[config.mk]
export PLATFORM = sky130hd
export DESIGN_NAME = cassette_fsk_block_encoder_flat
export DESIGN_NICKNAME = d
export VERILOG_FILES = /design/src/sv/cfe_pkg.sv /design/src/sv/cfe_ifaces.sv /design/src/sv/cfe_front.sv /design/src/sv/cfe_queue.sv /design/src/sv/cfe_back.sv /design/src/sv/cassette_fsk_block_encoder.sv /design/src/flat_wrapper.sv
export SDC_FILE = /design/constraint.sdc
export NUM_CORES = 1
export LEC_CHECK = 0
export BUFFER_PORTS_ARGS = -buffer_cell sky130_fd_sc_hd__buf_2
export CAP_MARGIN = 20
export CORE_UTILIZATION = 32
export DETAILED_ROUTE_END_ITERATION = 10
export MAX_ROUTING_LAYER = met4
export SLEW_MARGIN = 30
export SYNTH_ARGS = -nofsm -noshare
export SYNTH_HDL_FRONTEND = slang
export SYNTH_SLANG_ARGS = --single-unit
[constraint.sdc]
create_clock -name clock -period 3.2 [get_ports clock]
set_input_delay 0.16 -clock clock [delete_from_list [all_inputs] [get_ports clock]]
set_output_delay 0.16 -clock clock [all_outputs]
set_load 0.05 [all_outputs]
[src/sv/cfe_pkg.sv]
`default_nettype none

package cfe_pkg;

   // block marker geometry
   localparam int MarkerLen = 8;
   localparam int WinIdxW   = $clog2(MarkerLen);
   localparam int FillW     = WinIdxW + 1;
   localparam logic [FillW-1:0] FullFill = FillW'(MarkerLen);

   // marker bytes, oldest byte in the low bits: 1F A6 DE BA CC 13 7D 74
   localparam logic [8*MarkerLen-1:0] BlockMarker = 64'h747D_13CC_BADE_A61F;

   // decoupling queue
   localparam int QueueDepth = 2;
   localparam int QPtrW      = $clog2(QueueDepth);
   localparam int QCntW      = QPtrW + 1;

   // configuration port
   localparam int CsrAddrW = 3;
   localparam int CsrDataW = 14;
   localparam logic [CsrAddrW-1:0] REG_LOW_HALF     = 3'd0;
   localparam logic [CsrAddrW-1:0] REG_HIGH_HALF    = 3'd1;
   localparam logic [CsrAddrW-1:0] REG_SHORT_LEADER = 3'd2;
   localparam logic [CsrAddrW-1:0] REG_LONG_LEADER  = 3'd3;
   localparam logic [CsrAddrW-1:0] REG_GAP_MS       = 3'd4;

   // tone codes
   localparam logic [1:0] TONE_GAP  = 2'd0;
   localparam logic [1:0] TONE_LOW  = 2'd1;
   localparam logic [1:0] TONE_HIGH = 2'd2;

   // segment positions within a block
   localparam logic [3:0] SEG_GAP    = 4'd0;
   localparam logic [3:0] SEG_LEADER = 4'd1;
   localparam logic [3:0] SEG_START  = 4'd2;
   localparam logic [3:0] SEG_DATA0  = 4'd3;
   localparam logic [3:0] SEG_STOP1  = 4'd11;
   localparam logic [3:0] SEG_STOP2  = 4'd12;

   typedef enum logic [1:0] {
      JOB_BYTE,
      JOB_BLOCK_ID,
      JOB_BLOCK_END
   } job_kind_type;

   typedef struct packed {
      job_kind_type kind;
      logic [7:0]   value;
      logic         win_empty;
   } job_type;

   typedef struct packed {
      logic [9:0]  low_half;
      logic [9:0]  high_half;
      logic [13:0] short_leader;
      logic [13:0] long_leader;
      logic [9:0]  gap_ms;
   } cfg_type;

endpackage

`default_nettype wire

[src/sv/cfe_ifaces.sv]
`default_nettype none

interface cfe_req_if;
   logic       valid;
   logic       ready;
   logic       mode;
   logic [7:0] data_byte;
   modport source (output valid, output mode, output data_byte, input ready);
   modport sink (input valid, input mode, input data_byte, output ready);
endinterface

interface cfe_rsp_if;
   logic        valid;
   logic        ready;
   logic [1:0]  tone;
   logic [9:0]  half_period_us;
   logic [13:0] cycles;
   logic [9:0]  gap_len_ms;
   logic        last;
   logic        window_empty;
   modport source (output valid, output tone, output half_period_us, output cycles,
                   output gap_len_ms, output last, output window_empty, input ready);
   modport sink (input valid, input tone, input half_period_us, input cycles,
                 input gap_len_ms, input last, input window_empty, output ready);
endinterface

interface cfe_csr_if;
   logic                         valid;
   logic                         ready;
   logic [cfe_pkg::CsrAddrW-1:0] addr;
   logic [cfe_pkg::CsrDataW-1:0] wdata;
   modport source (output valid, output addr, output wdata, input ready);
   modport sink (input valid, input addr, input wdata, output ready);
endinterface

`default_nettype wire

[src/sv/cfe_front.sv]
`default_nettype none

module cfe_front (
   input  wire logic       clock,
   input  wire logic       reset,
   cfe_req_if.sink         req,
   output cfe_pkg::job_type job,
   output logic            job_valid,
   input  wire logic       job_ready
);
   import cfe_pkg::*;

   logic [7:0]                win_ff [MarkerLen];
   logic [7:0]                win_in [MarkerLen];
   logic [FillW-1:0]          fill_ff, fill_in;
   logic [8*MarkerLen-1:0]    win_flat;
   logic                      marker_hit;
   logic                      accept;

   assign req.ready = job_ready;
   assign accept    = req.valid && req.ready;

   always_comb begin
      for (int i = 0; i < MarkerLen; i++) begin
         win_flat[8*i +: 8] = win_ff[i];
      end
   end

   assign marker_hit = (fill_ff == FullFill) && (win_flat == BlockMarker);

   always_comb begin
      win_in    = win_ff;
      fill_in   = fill_ff;
      job_valid = 1'b0;
      job.kind  = JOB_BYTE;
      job.value = win_ff[0];
      if (accept) begin
         if (!req.mode) begin
            if (fill_ff == FullFill) begin
               job_valid = 1'b1;
               if (marker_hit) begin
                  job.kind  = JOB_BLOCK_ID;
                  job.value = req.data_byte;
                  fill_in   = '0;
               end else begin
                  for (int i = 0; i < MarkerLen - 1; i++) begin
                     win_in[i] = win_ff[i+1];
                  end
                  win_in[MarkerLen-1] = req.data_byte;
               end
            end else begin
               win_in[fill_ff[WinIdxW-1:0]] = req.data_byte;
               fill_in = fill_ff + 1'b1;
            end
         end else if (fill_ff != '0) begin
            job_valid = 1'b1;
            if (marker_hit) begin
               job.kind = JOB_BLOCK_END;
               fill_in  = '0;
            end else begin
               for (int i = 0; i < MarkerLen - 1; i++) begin
                  win_in[i] = win_ff[i+1];
               end
               fill_in = fill_ff - 1'b1;
            end
         end
      end
      job.win_empty = (fill_in == '0);
   end

   always_ff @(posedge clock) begin
      win_ff <= win_in;
      if (reset) begin
         fill_ff <= '0;
      end else begin
         fill_ff <= fill_in;
      end
   end

endmodule

`default_nettype wire

[src/sv/cfe_queue.sv]
`default_nettype none

module cfe_queue (
   input  wire logic             clock,
   input  wire logic             reset,
   input  wire logic             push,
   input  wire cfe_pkg::job_type push_job,
   output logic                  push_ready,
   output logic                  pop_valid,
   output cfe_pkg::job_type      pop_job,
   input  wire logic             pop
);
   import cfe_pkg::*;

   job_type           slot_ff [QueueDepth];
   logic [QPtrW-1:0]  wr_ff, wr_in;
   logic [QPtrW-1:0]  rd_ff, rd_in;
   logic [QCntW-1:0]  cnt_ff, cnt_in;
   logic              do_push, do_pop;

   assign push_ready = (cnt_ff != QCntW'(QueueDepth));
   assign pop_valid  = (cnt_ff != '0);
   assign pop_job    = slot_ff[rd_ff];
   assign do_push    = push && push_ready;
   assign do_pop     = pop && pop_valid;

   always_comb begin
      wr_in  = do_push ? QPtrW'(wr_ff + 1'b1) : wr_ff;
      rd_in  = do_pop ? QPtrW'(rd_ff + 1'b1) : rd_ff;
      cnt_in = cnt_ff;
      if (do_push && !do_pop) begin
         cnt_in = cnt_ff + 1'b1;
      end else if (do_pop && !do_push) begin
         cnt_in = cnt_ff - 1'b1;
      end
   end

   always_ff @(posedge clock) begin
      if (do_push) begin
         slot_ff[wr_ff] <= push_job;
      end
      if (reset) begin
         wr_ff  <= '0;
         rd_ff  <= '0;
         cnt_ff <= '0;
      end else begin
         wr_ff  <= wr_in;
         rd_ff  <= rd_in;
         cnt_ff <= cnt_in;
      end
   end

endmodule

`default_nettype wire

[src/sv/cfe_back.sv]
`default_nettype none

module cfe_back (
   input  wire logic             clock,
   input  wire logic             reset,
   input  wire cfe_pkg::cfg_type cfg,
   input  wire logic             job_valid,
   input  wire cfe_pkg::job_type job,
   output logic                  job_pop,
   cfe_rsp_if.source             rsp
);
   import cfe_pkg::*;

   logic [3:0]  cnt_ff, cnt_in;
   logic [3:0]  seg;
   logic [3:0]  bit_ofs;
   logic        seg_last;
   logic        seg_bit;
   logic        fire;

   logic        valid_ff, valid_in;
   logic [1:0]  tone_ff, tone_in;
   logic [9:0]  half_ff, half_in;
   logic [13:0] cyc_ff, cyc_in;
   logic [9:0]  gap_ff, gap_in;
   logic        last_ff;
   logic        empty_ff;

   // byte jobs skip the gap and leader segments
   assign seg      = (job.kind == JOB_BYTE) ? cnt_ff + SEG_START : cnt_ff;
   assign seg_last = ((job.kind == JOB_BLOCK_END) && (seg == SEG_LEADER)) ||
                     (seg == SEG_STOP2);
   assign fire     = job_valid && (!valid_ff || rsp.ready);
   assign job_pop  = fire && seg_last;
   assign bit_ofs  = seg - SEG_DATA0;

   always_comb begin
      if (seg == SEG_START) begin
         seg_bit = 1'b0;
      end else if (seg >= SEG_STOP1) begin
         seg_bit = 1'b1;
      end else begin
         seg_bit = job.value[bit_ofs[2:0]];
      end
   end

   always_comb begin
      tone_in = TONE_GAP;
      half_in = '0;
      cyc_in  = '0;
      gap_in  = '0;
      case (seg)
         SEG_GAP: begin
            gap_in = cfg.gap_ms;
         end
         SEG_LEADER: begin
            tone_in = TONE_HIGH;
            half_in = cfg.high_half;
            cyc_in  = ((job.kind == JOB_BLOCK_ID) && (job.value == '0)) ?
                      cfg.short_leader : cfg.long_leader;
         end
         default: begin
            if (seg_bit) begin
               tone_in = TONE_HIGH;
               half_in = cfg.high_half;
               cyc_in  = 14'd2;
            end else begin
               tone_in = TONE_LOW;
               half_in = cfg.low_half;
               cyc_in  = 14'd1;
            end
         end
      endcase
   end

   always_comb begin
      cnt_in   = cnt_ff;
      valid_in = valid_ff;
      if (fire) begin
         cnt_in   = seg_last ? '0 : cnt_ff + 1'b1;
         valid_in = 1'b1;
      end else if (rsp.ready) begin
         valid_in = 1'b0;
      end
   end

   always_ff @(posedge clock) begin
      if (fire) begin
         tone_ff  <= tone_in;
         half_ff  <= half_in;
         cyc_ff   <= cyc_in;
         gap_ff   <= gap_in;
         last_ff  <= seg_last;
         empty_ff <= job.win_empty;
      end
      if (reset) begin
         cnt_ff   <= '0;
         valid_ff <= 1'b0;
      end else begin
         cnt_ff   <= cnt_in;
         valid_ff <= valid_in;
      end
   end

   assign rsp.valid          = valid_ff;
   assign rsp.tone           = tone_ff;
   assign rsp.half_period_us = half_ff;
   assign rsp.cycles         = cyc_ff;
   assign rsp.gap_len_ms     = gap_ff;
   assign rsp.last           = last_ff;
   assign rsp.window_empty   = empty_ff;

endmodule

`default_nettype wire

[src/sv/cassette_fsk_block_encoder.sv]
// Cassette tape encoder: tape-image bytes go in one per beat, tone segments come out one
// per beat. An ordinary byte becomes eleven segments (start bit, eight data bits lsb first,
// two stop bits); a zero bit is one low-tone cycle, a one bit two high-tone cycles. When the
// eight oldest buffered bytes form the block marker, they are dropped and the block gives a
// silence gap, a leader tone (short when the following id byte is zero, long otherwise) and
// the id byte as data, thirteen segments in all; a flush that finds a bare marker gives just
// the gap and a long leader. Pushes that only fill the window and flushes of an empty window
// give no segments. The output register delivers one segment per clock while the sink
// does not stall; the input side takes a new byte every cycle while the two-entry job
// queue has room and otherwise follows the segment emitter.
// Configuration writes are taken at any time but are meant for idle periods.
`default_nettype none

module cassette_fsk_block_encoder (
   input  wire logic clock,
   input  wire logic reset,
   cfe_req_if.sink   req_chan,
   cfe_rsp_if.source rsp_chan,
   cfe_csr_if.sink   csr_chan
);
   import cfe_pkg::*;

   cfg_type  cfg_ff, cfg_in;
   job_type  front_job;
   logic     front_valid;
   logic     queue_ready;
   job_type  back_job;
   logic     back_valid;
   logic     back_pop;

   // config registers, writes never stall
   assign csr_chan.ready = 1'b1;

   always_comb begin
      cfg_in = cfg_ff;
      if (csr_chan.valid) begin
         case (csr_chan.addr)
            REG_LOW_HALF:     cfg_in.low_half     = csr_chan.wdata[9:0];
            REG_HIGH_HALF:    cfg_in.high_half    = csr_chan.wdata[9:0];
            REG_SHORT_LEADER: cfg_in.short_leader = csr_chan.wdata[13:0];
            REG_LONG_LEADER:  cfg_in.long_leader  = csr_chan.wdata[13:0];
            REG_GAP_MS:       cfg_in.gap_ms       = csr_chan.wdata[9:0];
            default:          cfg_in = cfg_ff;  // unmapped index, write dropped
         endcase
      end
   end

   always_ff @(posedge clock) begin
      if (reset) begin
         cfg_ff.low_half     <= 10'd416;
         cfg_ff.high_half    <= 10'd208;
         cfg_ff.short_leader <= 14'd4800;
         cfg_ff.long_leader  <= 14'd12000;
         cfg_ff.gap_ms       <= 10'd500;
      end else begin
         cfg_ff <= cfg_in;
      end
   end

   // front: lookahead window, marker match; one job per byte that leaves the window, or one block job per marker
   cfe_front u_front (
      .clock     (clock),
      .reset     (reset),
      .req       (req_chan),
      .job       (front_job),
      .job_valid (front_valid),
      .job_ready (queue_ready)
   );

   // short queue so the window keeps taking bytes while segments drain
   cfe_queue u_queue (
      .clock      (clock),
      .reset      (reset),
      .push       (front_valid),
      .push_job   (front_job),
      .push_ready (queue_ready),
      .pop_valid  (back_valid),
      .pop_job    (back_job),
      .pop        (back_pop)
   );

   // back: walks gap, leader and bit segments of the head job into the output register
   cfe_back u_back (
      .clock     (clock),
      .reset     (reset),
      .cfg       (cfg_ff),
      .job_valid (back_valid),
      .job       (back_job),
      .job_pop   (back_pop),
      .rsp       (rsp_chan)
   );

endmodule

`default_nettype wire

[src/flat_wrapper.sv]
// flat-port wrapper written by rule: the top's interface ports become plain ports
module cassette_fsk_block_encoder_flat import cfe_pkg::*;
  (clock, reset, req_chan_valid, req_chan_mode, req_chan_data_byte, req_chan_ready, rsp_chan_valid, rsp_chan_tone, rsp_chan_half_period_us, rsp_chan_cycles, rsp_chan_gap_len_ms, rsp_chan_last, rsp_chan_window_empty, rsp_chan_ready, csr_chan_valid, csr_chan_addr, csr_chan_wdata, csr_chan_ready);
  cfe_req_if req_chan_i ();
  cfe_rsp_if rsp_chan_i ();
  cfe_csr_if csr_chan_i ();
  input  wire logic clock;
  input  wire logic reset;
  input wire logic [$bits(req_chan_i.valid)-1:0] req_chan_valid;
  input wire logic [$bits(req_chan_i.mode)-1:0] req_chan_mode;
  input wire logic [$bits(req_chan_i.data_byte)-1:0] req_chan_data_byte;
  output wire logic [$bits(req_chan_i.ready)-1:0] req_chan_ready;
  output wire logic [$bits(rsp_chan_i.valid)-1:0] rsp_chan_valid;
  output wire logic [$bits(rsp_chan_i.tone)-1:0] rsp_chan_tone;
  output wire logic [$bits(rsp_chan_i.half_period_us)-1:0] rsp_chan_half_period_us;
  output wire logic [$bits(rsp_chan_i.cycles)-1:0] rsp_chan_cycles;
  output wire logic [$bits(rsp_chan_i.gap_len_ms)-1:0] rsp_chan_gap_len_ms;
  output wire logic [$bits(rsp_chan_i.last)-1:0] rsp_chan_last;
  output wire logic [$bits(rsp_chan_i.window_empty)-1:0] rsp_chan_window_empty;
  input wire logic [$bits(rsp_chan_i.ready)-1:0] rsp_chan_ready;
  input wire logic [$bits(csr_chan_i.valid)-1:0] csr_chan_valid;
  input wire logic [$bits(csr_chan_i.addr)-1:0] csr_chan_addr;
  input wire logic [$bits(csr_chan_i.wdata)-1:0] csr_chan_wdata;
  output wire logic [$bits(csr_chan_i.ready)-1:0] csr_chan_ready;
  assign req_chan_i.valid = req_chan_valid;
  assign req_chan_i.mode = req_chan_mode;
  assign req_chan_i.data_byte = req_chan_data_byte;
  assign req_chan_ready = req_chan_i.ready;
  assign rsp_chan_valid = rsp_chan_i.valid;
  assign rsp_chan_tone = rsp_chan_i.tone;
  assign rsp_chan_half_period_us = rsp_chan_i.half_period_us;
  assign rsp_chan_cycles = rsp_chan_i.cycles;
  assign rsp_chan_gap_len_ms = rsp_chan_i.gap_len_ms;
  assign rsp_chan_last = rsp_chan_i.last;
  assign rsp_chan_window_empty = rsp_chan_i.window_empty;
  assign rsp_chan_i.ready = rsp_chan_ready;
  assign csr_chan_i.valid = csr_chan_valid;
  assign csr_chan_i.addr = csr_chan_addr;
  assign csr_chan_i.wdata = csr_chan_wdata;
  assign csr_chan_ready = csr_chan_i.ready;
  cassette_fsk_block_encoder u_core (.clock(clock), .reset(reset), .req_chan(req_chan_i), .rsp_chan(rsp_chan_i), .csr_chan(csr_chan_i));
endmodule
==> results.md <==
- The flow ran to the end, and the final reports show no timing, DRC or antenna violations.
- The number of antenna violations at the first check in global routing is 0.
- In this run the cell area measured after placement is 9760 sq um.
- The clock passes through at most 2 buffers.
- The area enclosed by the die boundary is 28,800 sq um.
- Counting flops with an async set or reset pin after synthesis yields a share of 0.
- The summed instance area of the synthesized netlist is 9000 sq um.
- The path class of the lowest-slack min-delay path is in -> reg.
- Yosys printed 0 warnings.
- The final instance area is 10,400 sq um.
- The DRC violation count after routing is 0.
- Counting every net in the synthesized netlist gives 953.
- The die extent in x is 170 um.
- From synthesis to final layout, the design area changed by 16.0%.
- After the last flow step, the layout net total stands at 1,016.
- The clock tree from TritonCTS is done.
- The detailed router put a total of 10,400 um of wire on met1.
- The global-route usage over all layers is 0.159.
- The sequential element share of the synthesized area is 0.574.
- The post-detailed-route count of antenna-violating nets is 0.
- The met3 routed wirelength is 1200 um.
- The number of clock sinks is 196.
- Counting instances in the post-synthesis netlist gives the leading cell types as sky130_fd_sc_hd__nand2_1, sky130_fd_sc_hd__edfxtp_1, sky130_fd_sc_hd__dfxtp_1.
- The final cell utilization of the core is 0.377.
- The number of register bits inferred by synthesis is 196.
- Across the run, the number of max-cap violations was 0.
- The final layout contains routed wiring with a total length of 21,900 um.
- The via count of the first global-routing pass is 6,385.
- For this run, the slowest stage of the critical path takes 0.50 ns.
- For the worst setup path, the data required time is 3.40 ns.
- Summing over every cut layer, the via total after detailed routing is 6,808.
- The repair_antennas step left the layout with diodes totalling 0.
- In this run the worst path has a maximum fanout of 10.
- Counting tap cells, the placed design contains a total of 1,334 instances.
- The setup path with the least slack is of type reg -> reg.
- The critical path arrival is 3.05 ns.
- Based on the critical path, the design can be clocked at up to 351 MHz.
- The overall power of the completed layout is 7.18 mW.
- The master cell of the clock root buffer is sky130_fd_sc_hd__clkbuf_16.
- The largest net degree at the start of global routing is 120.
- The most common flop cell mapped by yosys is sky130_fd_sc_hd__edfxtp_1.
- After detailed routing, the average wire length per cell comes to 16.0 um.
- The most common cell in the synthesized netlist is sky130_fd_sc_hd__nand2_1.
- The number of hold violations in the final report came to 0.
- Port buffering added 70 buffers.
- The cell taking the most area after synthesis is sky130_fd_sc_hd__edfxtp_1.
- In this run, CTS created clock tree buffers numbering 17.
- The worst pin sits at a relative slew slack of 0.444.
- The uppermost metal layer occupied by signal nets is met4.
- The number of DRC markers in iteration 0 is 784.
- The max-slew violation count is 0.
- For the worst-skew pair, the clock arrives at the later sink with an insertion delay of 0.44 ns.
- 72 I/O pins were placed.
- For the pin with the worst max-slew slack, the measured transition is 0.831 ns.
- A synthesized cell averages 9.83 sq um.
- The synthesized instance count is 916.
- The pre-antenna-repair detailed-routing pass consisted of 5 iterations.
- The post-CTS resize count is 0.
- The number of buffers and inverters on the critical path is 2.
- The congestion estimate from routability-driven global placement came to 0.844.
- The total power per unit cell area is 688 nW/um^2.
- Counting distinct cell types in the post-synthesis netlist gives 63.
- By area the synthesized netlist is led by sky130_fd_sc_hd__edfxtp_1, sky130_fd_sc_hd__dfxtp_1, sky130_fd_sc_hd__nand2_1, sky130_fd_sc_hd__o21ai_0, sky130_fd_sc_hd__a21oi_1.
- The initial utilization of the core area, before any placement, comes to 0.325.
- In this design, the largest share of critical-path delay is due to simple AND/OR/NAND/NOR gates.
- After routing, the total negative slack on setup checks comes to 0 ns.
- The per-cell via count in the routed design is 4.97.
- The first global-routing pass estimated 34,500 um of wire.
- The total met2 wirelength after detailed routing is 9860 um.
- The launching element type of the critical path is a register.
- The clock tree skew after final layout is 0.0192 ns.
- The signal on the critical path passes through inv_1 > ha_1 > and3b_2 > nand2_1 > nor4_1 > and4b_1 > nand2b_1 > nor2_1 > buf_4.
- The period utilization is 0.891.
- After clock tree synthesis, the clock-pin slew on the worst setup and hold paths is 0.09 ns.
- The die outline height is 170 um.
- The analysis attributes to cell leakage a power of 3.76 nW.
- Row generation in the floorplan step produced 61 rows.
- Yosys mapped a number of flops with a built-in enable equal to 124.
- Setup violations remaining at the end of the flow were counted as 0.
- For this run, the number of standard cells in the final layout without fillers is 1,370.
- The total area inside the core boundary comes to 27,700 sq um.
- In the final layout, the share of cells above drive strength 1 is 0.149.
- The wire-length estimate of the detail-placed layout is 14,800 um.
- The slowest stage cell on the critical path is sky130_fd_sc_hd__nand2b_1.
- Setup repair after global routing left no endpoint under its margin.
- The largest voltage drop on the vdd net is 354 uV.
- The global route total overflow is 0.
- The kind of end point of the critical path is a register.
- The H-tree generated during clock tree synthesis spans 4 levels.
- Of the post-synthesis cell area, the dominant cell type holds 0.414.
- Subtracting the final worst setup slack from the clock period gives 2.85 ns.
## report_power, final
part	internal, mW	total [mW]	switching, mW
logic	0.461	1.61	1.15
clock network	1.14	2.29	1.15
registers	3.11	3.29	0.172
total	4.71	7.18	2.47
## through the flow
stage / hold WS, ns / setup WS [ns]
finish: 0.0222 / 0.349
global route: 0.0150 / 0.116
CTS: 0.00920 / 0.413
detailed placement: 0.395 / 0.427
global placement: 0.391 / 0.520
floorplan: 0.281 / 0.342
## path summary, 6_finish.rpt
path / startpoint / cells after the start / slack, ns / to
max: u_core.u_front.fill_ff[0] / 9 / 0.35 / u_core.u_front.win_ff[54]
min: csr_chan_wdata[3] / 3 / 0.02 / u_core.cfg_ff[51]
max reg2reg: u_core.u_front.fill_ff[0] / 9 / 0.35 / u_core.u_front.win_ff[54]
min reg2reg: u_core.cfg_ff[3] / 2 / 0.45 / u_core.cfg_ff[3]
## worst reg2reg max path, cell delays in order (launching register included)
cell,delay [ns]
sky130_fd_sc_hd__dfxtp_1,0.41
sky130_fd_sc_hd__inv_1,0.22
sky130_fd_sc_hd__ha_1,0.19
sky130_fd_sc_hd__and3b_2,0.26
sky130_fd_sc_hd__nand2_1,0.07
sky130_fd_sc_hd__nor4_1,0.25
sky130_fd_sc_hd__and4b_1,0.38
sky130_fd_sc_hd__nand2b_1,0.50
sky130_fd_sc_hd__nor2_1,0.16
sky130_fd_sc_hd__buf_4,0.19
## cell usage in the layout, fill, tap and decap left out, drive strengths merged, types with 4 or more instances in the layout
cell	count
inv	21
nor4b	6
and3	8
o21ai	69
a22o	10
nand4	8
nand3	14
clkbuf	18
mux2	6
a21oi	54
or3	5
clkinv	5
nand2	244
nor2b	4
xor2	6
nor3	19
nor4	8
dlygate4sd3	4
nand2b	6
and2	19
mux2i	17
ha	6
dfxtp	72
edfxtp	124
nand3b	29
buf	96
nor2	56
nand4b	9
## kinds of logic (layout without fill, tap and decap cells)
logic type               Yosys count  in the layout  share of synthesized area
AO/OA/AOI/OAI                    161            161                      0.104
AND/OR/NAND/NOR                  453            453                      0.244
multiplexers                      23             23                     0.0264
flip-flops                       196            196                      0.574
adder cells (fa/ha/maj)            6              6                    0.00834
buffers and inverters             68            144                     0.0352
other                              1              1                   0.000416
XOR/XNOR                           8              8                    0.00778
## routing by layer
metal,GRT usage,vias up
li1,-,3369
met1,0.214,3203
met2,0.245,203
met3,0.0271,33
met4,0.0501,0
met5,-,-
## state kept, by name, indices dropped and copies added, names as in the netlist, named ones only
register / count
u_core.cfg_ff: 58
u_core.u_back.cnt_ff: 4
u_core.u_back.rsp.cycles: 14
u_core.u_back.rsp.gap_len_ms: 10
u_core.u_back.rsp.half_period_us: 10
u_core.u_back.rsp.last: 1
u_core.u_back.rsp.tone: 2
u_core.u_back.rsp.valid: 1
u_core.u_back.rsp.window_empty: 1
u_core.u_front.fill_ff: 4
u_core.u_front.win_ff: 64
u_core.u_queue.cnt_ff: 2
u_core.u_queue.rd_ff: 1
u_core.u_queue.slot_ff: 22
u_core.u_queue.wr_ff: 1
## layout make-up
type	instances	area, sq um
Inverter	12	45.0
Tap cell	378	473
Fill cell	2747	17300
Timing Repair Buffer	100	589
Clock buffer	18	450
Clock inverter	14	191
Multi-Input combinational cell	652	3530
Sequential cell	196	5160
## what timing repair did
item,in CTS,in global routing
hold buffers,4,0
endpoints found under the hold margin,8,0
setup buffers,0,0
Note: power is estimated with default switching activity, not from simulation.
